**src/rtl/bair_pkg.sv**
```systemverilog
package bair_pkg;

    // default store and grid limits
    localparam int MAX_SRC_DIM_DEF = 256;
    localparam int MAX_DST_DIM_DEF = 256;

    // configuration register indexes
    localparam logic [1:0] CFG_SRC_WIDTH  = 2'd0;
    localparam logic [1:0] CFG_SRC_HEIGHT = 2'd1;
    localparam logic [1:0] CFG_DST_WIDTH  = 2'd2;
    localparam logic [1:0] CFG_DST_HEIGHT = 2'd3;

    localparam int CFG_W = 9;

    // request codes
    localparam logic OP_WRITE = 1'b0;
    localparam logic OP_READ  = 1'b1;

    // divider status seen by the sequencer
    typedef struct packed {
        logic busy;
        logic done;
    } t_div_stat;

endpackage

```
**src/rtl/bair_div.sv**
```systemverilog
module bair_div #(
    parameter int W = 24
) (
    input  logic                i_clk,
    input  logic                i_rst_n,
    input  logic                i_start,
    input  logic [W-1:0]        i_num,
    input  logic [W-1:0]        i_den,
    output logic [W-1:0]        o_quot,
    output bair_pkg::t_div_stat o_stat
);

    localparam int CW = $clog2(W + 1);

    logic [W-1:0]  r_q;
    logic [W-1:0]  r_rem;
    logic [W-1:0]  r_den;
    logic [CW-1:0] r_cnt;
    logic          r_busy;
    logic          r_done;

    logic [W:0]    w_rem_sh;
    logic [W:0]    w_diff;
    logic          w_fit;

    // one quotient bit per cycle, restoring
    assign w_rem_sh = {r_rem, r_q[W-1]};
    assign w_diff   = w_rem_sh - {1'b0, r_den};
    assign w_fit    = (w_rem_sh >= {1'b0, r_den});

    always_ff @(posedge i_clk) begin
        if (!i_rst_n) begin
            r_busy <= 1'b0;
            r_done <= 1'b0;
            r_cnt  <= '0;
        end else begin
            r_done <= 1'b0;
            if (i_start) begin
                r_q    <= i_num;
                r_rem  <= '0;
                r_den  <= i_den;
                r_cnt  <= CW'(W);
                r_busy <= 1'b1;
            end else if (r_busy) begin
                if (w_fit) begin
                    r_rem <= w_diff[W-1:0];
                    r_q   <= {r_q[W-2:0], 1'b1};
                end else begin
                    r_rem <= w_rem_sh[W-1:0];
                    r_q   <= {r_q[W-2:0], 1'b0};
                end
                r_cnt <= r_cnt - 1'b1;
                if (r_cnt == CW'(1)) begin
                    r_busy <= 1'b0;
                    r_done <= 1'b1;
                end
            end
        end
    end

    assign o_quot      = r_q;
    assign o_stat.busy = r_busy;
    assign o_stat.done = r_done;

endmodule

```
**config.mk**
```make
export PLATFORM = sky130hd
export DESIGN_NAME = bair_div
export DESIGN_NICKNAME = d
export VERILOG_FILES = /design/src/rtl/bair_pkg.sv /design/src/rtl/bair_div.sv
export SDC_FILE = /design/constraint.sdc
export NUM_CORES = 1
export LEC_CHECK = 0
export BUFFER_PORTS_ARGS = -buffer_cell sky130_fd_sc_hd__clkbuf_2
export CORE_MARGIN = 3
export CORE_UTILIZATION = 51
export CTS_CLUSTER_DIAMETER = 120
export CTS_CLUSTER_SIZE = 30
export DETAILED_ROUTE_END_ITERATION = 8
export GPL_ROUTABILITY_DRIVEN = 0
export PLACE_DENSITY = 0.75
export SKIP_LAST_GASP = 1
export SLEW_MARGIN = 25
export SYNTH_ARGS = -nofsm -noshare
export SYNTH_HDL_FRONTEND = slang
export SYNTH_SLANG_ARGS = --single-unit
export TNS_END_PERCENT = 5
```
**constraint.sdc**
```tcl
create_clock -name i_clk -period 2.3 [get_ports i_clk]
set_input_delay 0.46 -clock i_clk [delete_from_list [all_inputs] [get_ports i_clk]]
set_output_delay 0.46 -clock i_clk [all_outputs]
set_load 0.005 [all_outputs]
```
# After elaboration in Yosys (flattened, before gate mapping)
# Index checks and enable logic that the tools add are counted.
[word_totals]
regBits = 79
in_bits = 51
output_inout_bits = 26
[classes]
n_addsub = 2
n_lt_le_gt_ge = 1
n_eq_ne = 1
muxes = 11
n_bitwise = 2
n_reduce_logical = 5
[ops]
columns = ["cell", "count"]
rows = [
  ["24-bit two-way mux", 4],
  ["25-bit by 24-bit >= comparator with 1-bit output", 1],
  ["24-bit subtractor", 1],
  ["5-bit two-way mux", 2],
  ["5-bit by 1-bit == test with 1-bit output, second input constant", 1],
  ["1-bit two-way mux", 5],
  ["5-bit by 1-bit subtractor with 5-bit output, second input constant", 1],
  ["2-bit AND reduction", 2],
  ["3-bit OR reduction", 1],
  ["1-bit inverter", 2],
  ["2-bit nonzero test", 1],
  ["2-bit OR reduction", 1],
]

# Depth between registers and ports, before layout
[depth]
depth_word = 4
ltp_mapped = 11

# Worst setup path after synthesis
# Ideal clock, no wire load.
[synth_timing]
path_type = "register to register"
startpoint = "reg r_rem[21]"
endpoint = "reg r_rem[23] (data pin)"
setup_time_ns = 0.265
arrival_time_ns = 2.160
required_ns = 2.035
path_slack_ns = -0.125
stages_incl_launch_ff = 10
path_buffers = 1
synth_period_minus_slack_ns = 2.425
cell_sequence = "edfxtp_1 -> ha_1 -> a21o_1 -> a211o_1 -> a31o_2 -> nor3_2 -> a21o_1 -> buf_4 -> a2111o_1 -> o211ai_1"
[synth_via]
elab_chain_cells = 3
word_cells_on_any_way = 4
[synth_rtl]
columns = ["item", "line_no", "source"]
rows = [
  ["start: declaration", "bair_div.sv:16", "logic [W-1:0] r_rem;"],
  ["start signal: assignment", "bair_div.sv:46", "r_rem <= w_diff[W-1:0];"],
  ["start signal: assignment", "bair_div.sv:49", "r_rem <= w_rem_sh[W-1:0];"],
  ["24-bit subtractor or 25-bit by 24-bit >= comparator with 1-bit output (tied branches)", "bair_div.sv:28, bair_div.sv:29", ""],
  ["24-bit two-way mux *", "bair_div.sv:45", "if (w_fit) begin"],
  ["24-bit two-way mux *", "bair_div.sv:44", "end else if (r_busy) begin"],
]
# Mark *: on every way between the ends. The rest lies on a longest branch, timed or not. The select of a mux whose other input is x is not followed.
# A chain may end at the register's enable or synchronous reset.

# Worst setup path in the final report
[layout_timing]
startpoint = "reg r_den[22]"
endpoint = "reg r_q[0] (netlist: o_quot[0]) (data pin)"
[layout_via]
elab_chain_cells = 4
[layout_rtl]
columns = ["item", "line_no", "source"]
rows = [
  ["start: declaration", "bair_div.sv:17", "logic [W-1:0] r_den;"],
  ["start signal: assignment", "bair_div.sv:41", "r_den <= i_den;"],
  ["25-bit by 24-bit >= comparator with 1-bit output", "bair_div.sv:29", "assign w_fit = (w_rem_sh >= {1'b0, r_den});"],
  ["1-bit two-way mux", "bair_div.sv:45", ""],
  ["24-bit two-way mux", "bair_div.sv:44", ""],
  ["24-bit two-way mux", "bair_div.sv:38", "if (i_start) begin"],
  ["end signal: assignment", "bair_div.sv:39", "r_q <= i_num;"],
  ["end signal: assignment", "bair_div.sv:47", "r_q <= {r_q[W-2:0], 1'b1};"],
  ["end signal: assignment", "bair_div.sv:50", "r_q <= {r_q[W-2:0], 1'b0};"],
  ["end: declaration", "bair_div.sv:15", "logic [W-1:0] r_q;"],
]
# No other way between the ends. The select of a mux whose other input is x is not followed.

==> metrics.md <==
| Metric | Value |
|---|---|
| Cell with the most instances after synthesis | `edfxtp_1` |
| Critical Path Most Common Cell | `buf_4` |
| Drt pass-1 iters | `5` |
| Gr usage total | `a little over a fifth` |
| Worst-margin pin slew | `469 ps` |
| Syn_nets | `496` |
| Largest net degree at the start of global routing | `50` |
| Largest area contributor in the netlist | `edfxtp_1` |
| Slowest stage delay, CP | `approximately 420 ps` |
| Worst path cell trace | `inv_2, ha_4, a21o_1, a211o_1, a31o_2, a41oi_2, buf_4, a21oi_4, buf_4, mux2_2` |
| Core Box Area | `0.00842 sq mm` |
| Yosys reg bits | `a little under 80` |
| # rows | `33` |
| Global route overflow | `0` |
| CTS buffer count | `9` |
| Io pins | `77` |
| Area of placed instances | `between 0.005 and 0.006 sq mm` |
| Post-Synthesis Cell Area | `~0.0045 sq mm` |
| Synth-to-Final Area Change | `31.8%` |
| Crit end category | `flip-flop` |
| Syn_area_per_cell | `roughly 11 sq um` |
| Number of H-tree levels | `3` |
| Routed Antenna Nets | `0` |
| Vias per cell | `approximately 5.6` |
| Critical Path AT | `between 2000 and 3000 ps` |
| Die width | `~100 microns` |
| Clk_lat worst skew | `~360 ps` |
| Initial antenna violation count | `0` |
| Leakage | `around 0.0025 uW` |
| Ys async rst share | `0%` |
| DR vias | `3787` |
| Post-DP HPWL | `between 7 and 8 mm` |
| Clk sinks | `79` |
| Met3 Wirelength | `roughly 570 microns` |
| Power Density | `around 700 mW/mm^2` |
| TritonCTS clock tree | `done` |
| Hold Fails Final Rpt | `0` |
| Status | `finished, violations left` |
| Startpoint types | `flip-flop` |
| Data required, critical path | `2410 ps` |
| Sequential area share after synthesis | `about half` |
| Final period utilization | `110%` |
| Yosys warns | `0` |
| Worst vdd ir | `between 0.0005 and 0.0006 V` |
| Buffers on Ports | `76` |
| Max Fclk | `between 300 and 400 MHz` |
| Design area | `roughly 0.0060 sq mm` |
| RSZ-0062 raised after global routing | `yes` |
| CTS Hold Bufs | `0` |
| Overall die area | `just over 0.01 sq mm` |
| Global-route wire length before repair | `approximately 17 mm` |
| Max clock buf depth | `2` |
| CP delay by family, top | `compound AO/OA/AOI/OAI gates` |
| Initial Util | `between 50% and 60%` |
| Max-slew violations | `0` |
| Top_reg_cell synth | `edfxtp_1` |
| Die height | `about 100 microns` |
| Diodes inserted | `0` |
| Final setup fails | `25` |
| Violated checks | `negative setup slack` |
| Layout Utilization | `a little under three quarters` |
| Period minus WS final | `~2500 ps` |
| DR iter-0 viols | `~210` |
| Most area-consuming cells after synthesis | `edfxtp_1, ha_1, mux2_2` |
| Synth top area share | `47.6%` |
| Cells after synthesis | `418` |
| WL/cell | `15.9 microns` |
| PnR worst setup slack | `-223 ps` |
| Number of flops mapped to enable cells by yosys | `72` |
| Vias in the first global route | `~3700` |
| Number of max-cap violations | `0` |
| Worst slew margin | `~70%` |
| Crit Path Max Fanout | `4` |
| Reg2reg setup slack | `-220 ps` |
| Layout Nets | `640` |
| DRC violations left | `0` |
| Kind of critical path | `reg2reg` |
| Critical path's slowest cell | `edfxtp_1` |
| Clk slew on worst S/H paths | `about 90 ps` |
| Skew final | `8.81 ps` |
| Crit path buffers/inverters | `3` |
| Detail Route met2 WL | `~5.3 mm` |
| Hold WC Path Type | `in2reg` |
| Metal-1 WL | `roughly 4.7 mm` |
| Total Wirelength | `approximately 11 mm` |
| Top Layer Used | `met4` |
| Share of post-route cells with drive strength above 1 | `41.1%` |
| Post-synth top cells | `edfxtp_1, nand2_1, a21oi_1` |
| Clock Tree Root | `clkbuf_8` |
| Distinct cells, synth | `53` |
## flip-flops by register name (all words and copies together) (netlist names)
name    count
r_rem      24
r_done      1
r_den      24
r_cnt       5
r_busy      1
o_quot     24
## path summary, 6_finish.rpt
| check | start | to | cells after the start |
|---|---|---|---|
| setup / recovery | r_den[22] | o_quot[0] | 10 |
| hold / removal | i_den[0] | r_den[0] | 1 |
| hold reg to reg | r_cnt[1] | r_cnt[1] | 2 |
| setup reg to reg | r_den[22] | o_quot[0] | 10 |
## per-stage QoR
step                      cells  setup WS [ps]  power (uW)  setup TNS (ps)  hold slack (ps)
after floorplan             418          -21.6        2630           -1040              468
final                       672           -223        4310           -4320              272
after detailed placement    651           -306        3130           -4640              519
after global placement      651           -258        3100           -3080              483
after global routing        672           -297        4560           -6340              251
after CTS                   669           -215        4230           -3840              261
## report_power, final
group,total (uW),switching (uW),internal (uW)
logic,1460,726,730
registers,1790,69.9,1720
clock network,1060,545,516
total,4310,1340,2970
## layer usage
layer,up-vias,track usage [%]
met4,0,7.98
li1,1850,-
met1,1795,28.7
met3,22,4.66
met5,-,0
met2,120,34.6
## cell type report
| class | instances | area (sq um) |
|---|---|---|
| clock buffers | 9 | 124 |
| clock inverters | 7 | 80.1 |
| repair buffers | 148 | 963 |
| inverters | 32 | 120 |
| flip-flops and latches | 79 | 2300 |
| well taps | 105 | 131 |
| multi-input cells | 292 | 2260 |
| fillers | 622 | 2440 |
## repair_timing
item                                    in CTS  in global routing
hold endpoints to repair                     0                  0
buffers inserted                             2                  2
gates resized for setup                     13                 23
pin swaps                                    8                 11
endpoints found under the setup margin      25                 25
gates cloned                                 0                  1
## placed cells by master, fill, tap and decap left out, drive strengths merged, types with 19 or more instances in the layout
| cell | instances |
|---|---|
| clkbuf | 86 |
| edfxtp | 72 |
| buf | 71 |
| nand2 | 42 |
| inv | 35 |
| a21oi | 35 |
| ha | 26 |
| mux2 | 24 |
| o21ai | 19 |
## logic make-up (layout without fill, tap and decap cells)
logic type / count (synthesis) / after routing / synth area share, %
AND/OR/NAND/NOR: 122 / 122 / 13.6
AO/OA/AOI/OAI: 102 / 102 / 14.4
flip-flops: 79 / 79 / 50.7
buffers and inverters: 47 / 196 / 4.44
adder cells (fa/ha/maj): 27 / 27 / 7.60
multiplexers: 25 / 25 / 6.17
XOR/XNOR: 16 / 16 / 3.09
No activity file was read; power rests on OpenSTA's default activity.
